**config.mk**
```make
export PLATFORM = sky130hd
export DESIGN_NAME = zone_color_averager_top
export DESIGN_NICKNAME = d
export VERILOG_FILES = /design/src/rtl/zca_pkg.sv /design/src/rtl/zca_front.sv /design/src/rtl/zca_fifo.sv /design/src/rtl/zca_back.sv /design/src/rtl/zone_color_averager_top.sv
export SDC_FILE = /design/constraint.sdc
export NUM_CORES = 1
export LEC_CHECK = 0
export BUFFER_PORTS_ARGS = -buffer_cell sky130_fd_sc_hd__buf_2
export CAP_MARGIN = 20
export CORE_AREA = 5 5 335 337
export DETAILED_ROUTE_END_ITERATION = 8
export DIE_AREA = 0 0 340 342
export SYNTH_ARGS = -nofsm -noshare
export SYNTH_HDL_FRONTEND = slang
export SYNTH_SLANG_ARGS = --single-unit
export TNS_END_PERCENT = 10
```
**constraint.sdc**
```tcl
create_clock -name clk -period 4.2 [get_ports clk]
set_input_delay 0.84 -clock clk [delete_from_list [all_inputs] [get_ports clk]]
set_output_delay 0.84 -clock clk [all_outputs]
set_load 0.01 [all_outputs]
```
**src/rtl/zca_pkg.sv**
```systemverilog
// Shared types and constants for the zone color averager.
// Holds the input and result transaction structs, the FIFO status bundle
// and the back-end state encoding. Depends on nothing.
package zca_pkg;

  // Widest zone count that the register may select
  localparam int unsigned ZoneFieldMax = 256;

  // Quotient bits produced per channel, one bit per divider step
  localparam int unsigned QuoSteps = 8;
  localparam int unsigned StepW    = 3;

  // Reset value of the zone count register
  localparam logic [8:0] ZoneCountReset = 9'd228;

  // One input transaction
  typedef struct packed {
    logic [23:0] pixel_color;
    logic        has_sample;
    logic        zone_end;
  } zca_in_t;

  // One result transaction
  typedef struct packed {
    logic [7:0] zone_index;
    logic [7:0] avg_red;
    logic [7:0] avg_green;
    logic [7:0] avg_blue;
    logic       updated;
    logic       sample_overflow;
  } zca_out_t;

  // Status of the job queue as seen by the front and back ends
  typedef struct packed {
    logic full;
    logic empty;
  } zca_fifo_stat_t;

  // Back-end divider sequencer
  typedef enum logic [1:0] {
    BK_IDLE,
    BK_DIV,
    BK_DONE
  } zca_state_t;

endpackage

```
**src/rtl/zca_front.sv**
```systemverilog
// Front end of the zone color averager: accepts pixel transactions, keeps the
// per-zone sums, sample count and zone index, and pushes one job per zone end.
// Depends on zca_pkg.
module zca_front #(
  parameter int unsigned MAX_SAMPLES = 4096,
  parameter int unsigned MAX_ZONES   = 256,
  parameter int unsigned CNT_W       = $clog2(MAX_SAMPLES + 1),
  parameter int unsigned SUM_W       = CNT_W + 8,
  parameter int unsigned JOB_W       = 8 + 3 * SUM_W + CNT_W + 1
) (
  input  logic                    clk,
  input  logic                    rst,
  input  logic                    in_valid,
  input  zca_pkg::zca_in_t        in_data,
  output logic                    in_stall,
  input  logic                    cfg_wr_en,
  input  logic [8:0]              cfg_wr_data,
  input  zca_pkg::zca_fifo_stat_t fifo_stat,
  output logic                    push,
  output logic [JOB_W-1:0]        push_data
);
  import zca_pkg::*;

  localparam int unsigned ZoneCapInt = (MAX_ZONES < ZoneFieldMax) ? MAX_ZONES : ZoneFieldMax;
  localparam logic [8:0]       ZoneCap  = 9'(ZoneCapInt);
  localparam logic [CNT_W-1:0] SampMax  = CNT_W'(MAX_SAMPLES);

  logic [SUM_W-1:0] red_sum, green_sum, blue_sum;
  logic [SUM_W-1:0] red_sum_next, green_sum_next, blue_sum_next;
  logic [CNT_W-1:0] sample_total, sample_total_next;
  logic             overflow_seen, overflow_seen_next;
  logic [7:0]       current_zone, current_zone_next;
  logic [8:0]       zone_count;
  logic [8:0]       zone_limit;
  logic [8:0]       zone_inc;
  logic             accept;
  logic             take;
  logic [SUM_W-1:0] red_add, green_add, blue_add;
  logic [CNT_W-1:0] total_add;
  logic             ovf_add;

  // A job is pushed on every zone end, so hold off while the queue is full.
  assign in_stall = fifo_stat.full;
  assign accept   = in_valid && !in_stall;
  assign take     = accept && in_data.has_sample && (sample_total < SampMax);

  // Sums including the current transaction's sample.
  always_comb begin
    red_add   = red_sum;
    green_add = green_sum;
    blue_add  = blue_sum;
    total_add = sample_total;
    if (take) begin
      red_add   = red_sum + SUM_W'(in_data.pixel_color[23:16]);
      green_add = green_sum + SUM_W'(in_data.pixel_color[15:8]);
      blue_add  = blue_sum + SUM_W'(in_data.pixel_color[7:0]);
      total_add = sample_total + CNT_W'(1);
    end
    ovf_add = overflow_seen || (accept && in_data.has_sample && !(sample_total < SampMax));
  end

  // A zone end hands the completed zone to the back end.
  assign push      = accept && in_data.zone_end;
  assign push_data = {current_zone, red_add, green_add, blue_add, total_add, ovf_add};

  // Effective zone count: zero or above the field maximum selects the maximum, and the result is capped at MAX_ZONES.
  always_comb begin
    if (zone_count == 9'd0 || zone_count > 9'(ZoneFieldMax)) begin
      zone_limit = 9'(ZoneFieldMax);
    end else begin
      zone_limit = zone_count;
    end
    if (zone_limit > ZoneCap) begin
      zone_limit = ZoneCap;
    end
    zone_inc = {1'b0, current_zone} + 9'd1;
  end

  // Next values of the accumulators and the zone index.
  always_comb begin
    red_sum_next       = red_sum;
    green_sum_next     = green_sum;
    blue_sum_next      = blue_sum;
    sample_total_next  = sample_total;
    overflow_seen_next = overflow_seen;
    current_zone_next  = current_zone;
    if (push) begin
      red_sum_next       = '0;
      green_sum_next     = '0;
      blue_sum_next      = '0;
      sample_total_next  = '0;
      overflow_seen_next = 1'b0;
      current_zone_next  = (zone_inc >= zone_limit) ? 8'd0 : zone_inc[7:0];
    end else if (accept) begin
      red_sum_next       = red_add;
      green_sum_next     = green_add;
      blue_sum_next      = blue_add;
      sample_total_next  = total_add;
      overflow_seen_next = ovf_add;
    end
  end

  // State registers.
  always_ff @(posedge clk) begin
    if (rst) begin
      red_sum       <= '0;
      green_sum     <= '0;
      blue_sum      <= '0;
      sample_total  <= '0;
      overflow_seen <= 1'b0;
      current_zone  <= 8'd0;
      zone_count    <= ZoneCountReset;
    end else begin
      red_sum       <= red_sum_next;
      green_sum     <= green_sum_next;
      blue_sum      <= blue_sum_next;
      sample_total  <= sample_total_next;
      overflow_seen <= overflow_seen_next;
      current_zone  <= current_zone_next;
      if (cfg_wr_en) begin
        zone_count <= cfg_wr_data;
      end
    end
  end

  // The sample count never passes its saturation point.
  a_total_bound: assert property (@(posedge clk) disable iff (rst)
    sample_total <= SampMax)
    else $error("sample count above saturation limit");

  // Closing a zone clears the accumulators.
  a_clear_on_end: assert property (@(posedge clk) disable iff (rst)
    push |=> (sample_total == '0 && !overflow_seen && red_sum == '0))
    else $error("accumulators not cleared after zone end");

  // The zone index either advances by one or wraps to zero.
  a_zone_step: assert property (@(posedge clk) disable iff (rst)
    push |=> (current_zone == 8'd0 || current_zone == ($past(current_zone) + 8'd1)))
    else $error("zone index moved unexpectedly");

endmodule

```
**src/rtl/zca_fifo.sv**
```systemverilog
// Small job queue between the front and back ends of the zone color averager.
// Register array with read and write pointers and an occupancy count.
// Depends on zca_pkg.
module zca_fifo #(
  parameter int unsigned WIDTH = 8,
  parameter int unsigned DEPTH = 4
) (
  input  logic                    clk,
  input  logic                    rst,
  input  logic                    push,
  input  logic [WIDTH-1:0]        push_data,
  input  logic                    pop,
  output logic [WIDTH-1:0]        pop_data,
  output zca_pkg::zca_fifo_stat_t stat
);
  import zca_pkg::*;

  localparam int unsigned PtrW = (DEPTH > 1) ? $clog2(DEPTH) : 1;
  localparam int unsigned CntW = $clog2(DEPTH + 1);
  localparam logic [PtrW-1:0] PtrLast = PtrW'(DEPTH - 1);
  localparam logic [CntW-1:0] CntFull = CntW'(DEPTH);

  logic [WIDTH-1:0] mem [DEPTH];
  logic [PtrW-1:0]  wr_ptr, rd_ptr;
  logic [CntW-1:0]  count;

  assign stat.full  = (count == CntFull);
  assign stat.empty = (count == '0);
  assign pop_data   = mem[rd_ptr];

  // Storage write.
  always_ff @(posedge clk) begin
    if (push) begin
      mem[wr_ptr] <= push_data;
    end
  end

  // Pointers and occupancy.
  always_ff @(posedge clk) begin
    if (rst) begin
      wr_ptr <= '0;
      rd_ptr <= '0;
      count  <= '0;
    end else begin
      if (push) begin
        wr_ptr <= (wr_ptr == PtrLast) ? '0 : wr_ptr + PtrW'(1);
      end
      if (pop) begin
        rd_ptr <= (rd_ptr == PtrLast) ? '0 : rd_ptr + PtrW'(1);
      end
      if (push && !pop) begin
        count <= count + CntW'(1);
      end else if (pop && !push) begin
        count <= count - CntW'(1);
      end
    end
  end

  // The writer never pushes into a full queue.
  a_no_overrun: assert property (@(posedge clk) disable iff (rst)
    push |-> !stat.full)
    else $error("push into full queue");

  // The reader never pops an empty queue.
  a_no_underrun: assert property (@(posedge clk) disable iff (rst)
    pop |-> !stat.empty)
    else $error("pop from empty queue");

  // Occupancy rises by one on a push without a pop.
  a_count_track: assert property (@(posedge clk) disable iff (rst)
    (push && !pop) |=> count == ($past(count) + CntW'(1)))
    else $error("queue count did not advance on push");

endmodule

```
**src/rtl/zca_back.sv**
```systemverilog
// Back end of the zone color averager: pops zone jobs and divides the three
// channel sums by the sample count one quotient bit per cycle, then registers
// the result transaction. Depends on zca_pkg.
module zca_back #(
  parameter int unsigned MAX_SAMPLES = 4096,
  parameter int unsigned CNT_W       = $clog2(MAX_SAMPLES + 1),
  parameter int unsigned SUM_W       = CNT_W + 8,
  parameter int unsigned JOB_W       = 8 + 3 * SUM_W + CNT_W + 1
) (
  input  logic                    clk,
  input  logic                    rst,
  input  zca_pkg::zca_fifo_stat_t fifo_stat,
  input  logic [JOB_W-1:0]        pop_data,
  output logic                    pop,
  output logic                    out_valid,
  input  logic                    out_stall,
  output zca_pkg::zca_out_t       out_data
);
  import zca_pkg::*;

  zca_state_t       state, state_next;
  logic [7:0]       zone_idx;
  logic             job_ovf;
  logic             cnt_zero;
  logic [SUM_W-1:0] rem_red, rem_green, rem_blue;
  logic [SUM_W-1:0] div_val;
  logic [7:0]       quo_red, quo_green, quo_blue;
  logic [StepW-1:0] step;
  logic             run;
  logic             emit;
  logic             out_free;

  // Job fields.
  logic [7:0]       job_zone;
  logic [SUM_W-1:0] job_red, job_green, job_blue;
  logic [CNT_W-1:0] job_cnt;
  logic             job_flag;

  assign {job_zone, job_red, job_green, job_blue, job_cnt, job_flag} = pop_data;

  // Per-channel trial subtraction.
  logic ge_red, ge_green, ge_blue;
  assign ge_red   = (rem_red >= div_val);
  assign ge_green = (rem_green >= div_val);
  assign ge_blue  = (rem_blue >= div_val);

  // The output register is free when empty or being taken this cycle.
  assign out_free = !out_valid || !out_stall;

  // Next-state logic.
  always_comb begin
    state_next = state;
    unique case (state)
      BK_IDLE: if (!fifo_stat.empty) state_next = BK_DIV;
      BK_DIV:  if (step == '0) state_next = BK_DONE;
      BK_DONE: if (out_free) state_next = BK_IDLE;
      default: state_next = BK_IDLE;
    endcase
  end

  // Sequencer outputs.
  always_comb begin
    pop  = 1'b0;
    run  = 1'b0;
    emit = 1'b0;
    unique case (state)
      BK_IDLE: pop  = !fifo_stat.empty;
      BK_DIV:  run  = 1'b1;
      BK_DONE: emit = out_free;
      default: ;
    endcase
  end

  always_ff @(posedge clk) begin
    if (rst) begin
      state <= BK_IDLE;
    end else begin
      state <= state_next;
    end
  end

  // Divider datapath: divisor starts at count times 128 and halves each step.
  always_ff @(posedge clk) begin
    if (rst) begin
      step <= '0;
    end else if (pop) begin
      step <= StepW'(QuoSteps - 1);
    end else if (run && step != '0) begin
      step <= step - StepW'(1);
    end
  end

  always_ff @(posedge clk) begin
    if (pop) begin
      zone_idx  <= job_zone;
      job_ovf   <= job_flag;
      cnt_zero  <= (job_cnt == '0);
      rem_red   <= job_red;
      rem_green <= job_green;
      rem_blue  <= job_blue;
      div_val   <= SUM_W'({job_cnt, 7'b0});
      quo_red   <= '0;
      quo_green <= '0;
      quo_blue  <= '0;
    end else if (run) begin
      rem_red   <= ge_red ? rem_red - div_val : rem_red;
      rem_green <= ge_green ? rem_green - div_val : rem_green;
      rem_blue  <= ge_blue ? rem_blue - div_val : rem_blue;
      quo_red   <= {quo_red[6:0], ge_red};
      quo_green <= {quo_green[6:0], ge_green};
      quo_blue  <= {quo_blue[6:0], ge_blue};
      div_val   <= div_val >> 1;
    end
  end

  // Output register for the result transaction.
  always_ff @(posedge clk) begin
    if (rst) begin
      out_valid <= 1'b0;
    end else if (emit) begin
      out_valid <= 1'b1;
    end else if (!out_stall) begin
      out_valid <= 1'b0;
    end
  end

  always_ff @(posedge clk) begin
    if (emit) begin
      out_data.zone_index      <= zone_idx;
      out_data.avg_red         <= cnt_zero ? 8'd0 : quo_red;
      out_data.avg_green       <= cnt_zero ? 8'd0 : quo_green;
      out_data.avg_blue        <= cnt_zero ? 8'd0 : quo_blue;
      out_data.updated         <= !cnt_zero;
      out_data.sample_overflow <= job_ovf;
    end
  end

  // Partial remainder stays below twice the current divisor.
  a_rem_bound: assert property (@(posedge clk) disable iff (rst)
    (state == BK_DIV && !cnt_zero) |-> (rem_red < (div_val << 1)))
    else $error("divider remainder out of range");

  // All quotient bits are done before the result is released.
  a_done_step: assert property (@(posedge clk) disable iff (rst)
    (state == BK_DONE) |-> (step == '0))
    else $error("result released before divider finished");

  // A released result shows up as a valid transaction.
  a_emit_valid: assert property (@(posedge clk) disable iff (rst)
    emit |=> out_valid)
    else $error("result lost after release");

  // An empty zone reports zero averages.
  a_empty_zero: assert property (@(posedge clk) disable iff (rst)
    (out_valid && !out_data.updated) |->
      (out_data.avg_red == 8'd0 && out_data.avg_green == 8'd0 && out_data.avg_blue == 8'd0))
    else $error("empty zone reported nonzero color");

endmodule

```
**src/rtl/zone_color_averager_top.sv**
```systemverilog
// Zone color averager top level. A zone-end transaction passes through the queue
// write at the accepting edge, then the job pop, eight divider steps and the
// output register. Pixel transactions are taken one per cycle while the job
// queue is not full; zone results leave one at a time from the shared bit-serial
// divider, which pops no new job before the last result is registered; a 4-deep
// job queue absorbs closely spaced zones.
// Synchronous reset clears all sums, the zone index and sets zone count 228.
module zone_color_averager_top #(
  parameter int unsigned MAX_SAMPLES = 4096,
  parameter int unsigned MAX_ZONES   = 256,
  parameter int unsigned FIFO_DEPTH  = 4
) (
  input  logic              clk,
  input  logic              rst,
  input  logic              in_valid,
  input  zca_pkg::zca_in_t  in_data,
  output logic              in_stall,
  output logic              out_valid,
  input  logic              out_stall,
  output zca_pkg::zca_out_t out_data,
  input  logic              cfg_wr_en,
  input  logic [8:0]        cfg_wr_data
);
  import zca_pkg::*;

  localparam int unsigned CntW = $clog2(MAX_SAMPLES + 1);
  localparam int unsigned SumW = CntW + 8;
  localparam int unsigned JobW = 8 + 3 * SumW + CntW + 1;

  zca_fifo_stat_t  fifo_stat;
  logic            push;
  logic [JobW-1:0] push_data;
  logic            pop;
  logic [JobW-1:0] pop_data;

  // Accumulation front end.
  zca_front #(
    .MAX_SAMPLES (MAX_SAMPLES),
    .MAX_ZONES   (MAX_ZONES),
    .CNT_W       (CntW),
    .SUM_W       (SumW),
    .JOB_W       (JobW)
  ) u_front (
    .clk         (clk),
    .rst         (rst),
    .in_valid    (in_valid),
    .in_data     (in_data),
    .in_stall    (in_stall),
    .cfg_wr_en   (cfg_wr_en),
    .cfg_wr_data (cfg_wr_data),
    .fifo_stat   (fifo_stat),
    .push        (push),
    .push_data   (push_data)
  );

  // Job queue between the two halves.
  zca_fifo #(
    .WIDTH (JobW),
    .DEPTH (FIFO_DEPTH)
  ) u_fifo (
    .clk       (clk),
    .rst       (rst),
    .push      (push),
    .push_data (push_data),
    .pop       (pop),
    .pop_data  (pop_data),
    .stat      (fifo_stat)
  );

  // Division back end.
  zca_back #(
    .MAX_SAMPLES (MAX_SAMPLES),
    .CNT_W       (CntW),
    .SUM_W       (SumW),
    .JOB_W       (JobW)
  ) u_back (
    .clk       (clk),
    .rst       (rst),
    .fifo_stat (fifo_stat),
    .pop_data  (pop_data),
    .pop       (pop),
    .out_valid (out_valid),
    .out_stall (out_stall),
    .out_data  (out_data)
  );

endmodule

```
==> results.cfg <==
[drt]
ant_nets = 0
vias_per_cell = 4.55
first_iter_violations = 1073
wire_per_inst_um = 16.8
drt_first_pass_iters = 5
vias = 16400
finalWirelength_um = 60700
drc = 0

[global_route]
track_usage_pct = 10.3
grt_pass1_vias = 16400
grt_max_degree = 96
grt-ovfl-total = 0
grt_pass1_wl_um = 96100
antenna_found_initial = 3

[place]
hpwl_um = 40100
portBuffers = 75
routabilityCongestion = 0.850
dpl.cell_count = 3487

[critical_path]
worstRegToRegCells = 10
crit_fanout = 11
max_stage_delay_ps = 520
cp.depth = 10
cp_data_arrival_time_ps = 3860
critPathLaunchType = register
cp_data_required_time_ps = 4570
cpLargestDelayFamily = compound AO/OA/AOI/OAI gates
worstPathCellList = inv_1 -> ha_1 -> nor2b_1 -> o31ai_1 -> a21oi_1 -> o2111ai_1 -> nand2_1 -> a21oi_1 -> nand2_1 -> buf_4
end_kind = register
crit_type = register to register
slowest_stage = dfxtp_1
path_buf_inv = 2

[layout]
final_core_util_pct = 29.1
nFillCells = 10900
syn2layout_area_growth_pct = 16.8
drive_above_1_share_pct = 15.5
final_nets = 2294
instances_no_fill = 3612

[yosys]
synth_fp_nets = 2204
synthArstFlopShare_pct = 0
ys_ff_latch = 600
ys_types = 80
synth-edff-count = 460
synth.most_common_cell = edfxtp_1
syn-cell-area_um2 = 27000
synth_top_area_share_pct = 51.1
synth-main-ff-cell = edfxtp_1
yosysWarnings = 0
avgSynthCellArea_um2 = 13.2
synth_common_cells = edfxtp_1, nand2_1, a21oi_1
ys_seq_area_share_pct = 61.4
yosys.area.top_type = edfxtp_1
synth_cells = 2052
yosys-top-cells-area = edfxtp_1, dfxtp_1, mux4_2, ha_1, nand2_1

[cts]
h-tree-depth = 3
cts_made_buffers = 67
cts_sinks = 600
cts.clk_slew.worst_paths_ps = 60
clk-insertion-delay-late_ps = 610
cts_tree = yes
cts.path.max_buffers = 3
hold_buffers = 0
post_cts_resized = 0
postCtsSetupRepairBufs = 0
root_buffer = clkbuf_16

[floorplanning]
dieWidth_um = 340
num_io_pins = 76
design.die.area_um2 = 116000
dieHeight_um = 342
initial_core_util_pct = 24.9
floorplan.rows = 121
core_um2 = 109000

[power_and_ir_drop]
powerDensity_nw_per_um2 = 711
leakagePower_nw = 11.3
peakVddDrop_mv = 0.366

[timing]
maxSlewHeadroom_pct = 34.1
timing.fmax_mhz = 287
post-route-period-util_pct = 83.0
worstMarginPinSlew_ps = 988
hold_viol = 0
slew_violations = 0
clock-skew-final_ps = 24.6
whs_ps = 423
rsz0062_at_grt = false
setup_violations = 0
fin_setup_tns_ps = 0
min_period_ps = 3490

[run_status]
status = finished clean

[flow_run]
max_cap_violations = 0

[min_path]
min_path_type = register to register
worst_hold_path.num_cells = 0
area by class of cell:
cell class,instances,area [um^2],area share [%]
flip-flops and latches,600,16600,52.6
multi-input cells,1309,9900,31.4
clock buffers,87,1870,5.93
well taps,1414,1770,5.60
repair buffers,101,671,2.12
clock inverters,37,502,1.59
inverters,63,238,0.753
diodes,1,2.50,0.00792
worst paths after layout:
path	start	end	slack, ps
setup / recovery	u_back.div_val[1]	u_back.rem_blue[9]	710
hold / removal	u_back.zone_idx[6]	u_back.out_data[32]	420
setup reg to reg	u_back.div_val[1]	u_back.rem_blue[9]	710
hold reg to reg	u_back.zone_idx[6]	u_back.out_data[32]	420
through the flow:
step | power, W | setup WS (ps) | instance area, um^2
6_report | 0.0224 | 714 | 31600
5_1_grt | 0.0239 | 447 | 31600
4_1_cts | 0.0227 | 742 | 31600
3_5_place_dp | 0.0163 | 731 | 29200
3_3_place_gp | 0.0162 | 822 | 29200
2_1_floorplan | 0.0142 | 450 | 27000
cells by family (layout without fill, tap and decap cells):
logic type                 Yosys count  after routing  share of synthesized area [%]
and+or+nand+nor                    605            605                           11.3
DFF                                600            600                           61.4
AOI/OAI and AO/OA                  381            381                           8.62
buffers and inverters              143            288                           2.09
xor gates and xnor gates           115            115                           3.72
adders and majority gates          112            112                           5.38
muxes                               96             96                           7.49
other                                0              1                              0
state kept, by name (all words and copies together) (netlist names), 8 cells and up, named ones only:
signal,cells
u_fifo.mem,340
u_back.rem_green,21
u_back.div_val,20
u_back.rem_red,21
u_back.quo_red,8
u_back.zone_idx,8
u_front.sample_total,13
u_back.rem_blue,21
u_back.quo_blue,8
u_front.current_zone,8
u_back.out_data,34
u_front.zone_count,9
u_front.blue_sum,21
u_front.red_sum,21
u_back.quo_green,8
u_front.green_sum,21
worst reg2reg max path: stages (launching register included):
cell,delay (ps)
dfxtp_1,520
inv_1,160
ha_1,340
nor2b_1,150
o31ai_1,330
a21oi_1,160
o2111ai_1,390
nand2_1,200
a21oi_1,220
nand2_1,390
buf_4,360
report_power, final:
group	switching, W	total, W	leakage (nW)	internal [W]
logic	0.00489	0.00810	4.62	0.00322
registers	0.000433	0.00811	5.57	0.00767
clock network	0.00252	0.00623	1.15	0.00371
total	0.00784	0.0224	11.3	0.0146
cells in the final DEF (no fill, tap or decap), types with 13 or more instances in the layout:
cell type | netlist | routed
and3_1 | 19 | 19
dfxtp_1 | 140 | 138
edfxtp_1 | 460 | 460
nand2_1 | 205 | 205
nor3b_1 | 15 | 15
xnor2_1 | 49 | 49
a31oi_1 | 19 | 18
nand4_1 | 18 | 18
buf_2 | 5 | 75
a21oi_1 | 149 | 148
xor2_1 | 66 | 66
o21a_1 | 16 | 16
nor3_1 | 23 | 23
ha_1 | 105 | 105
a21o_1 | 29 | 29
o31ai_1 | 13 | 13
inv_1 | 62 | 61
mux4_2 | 85 | 85
nand3_1 | 32 | 32
o21ai_0 | 80 | 80
nor2b_1 | 39 | 38
and2_1 | 76 | 72
buf_4 | 6 | 18
nor2_1 | 110 | 110
nand2b_1 | 17 | 15
clkbuf_16 | 0 | 68
per-layer routing:
metal	GRT usage, %	vias to the layer above	wire (um)
li1	-	7851	-
met1	14.9	8149	29500
met2	15.8	339	26900
met3	2.08	88	2880
met4	2.94	0	1400
met5	0	-	0
(Power assumes the default switching activity.)
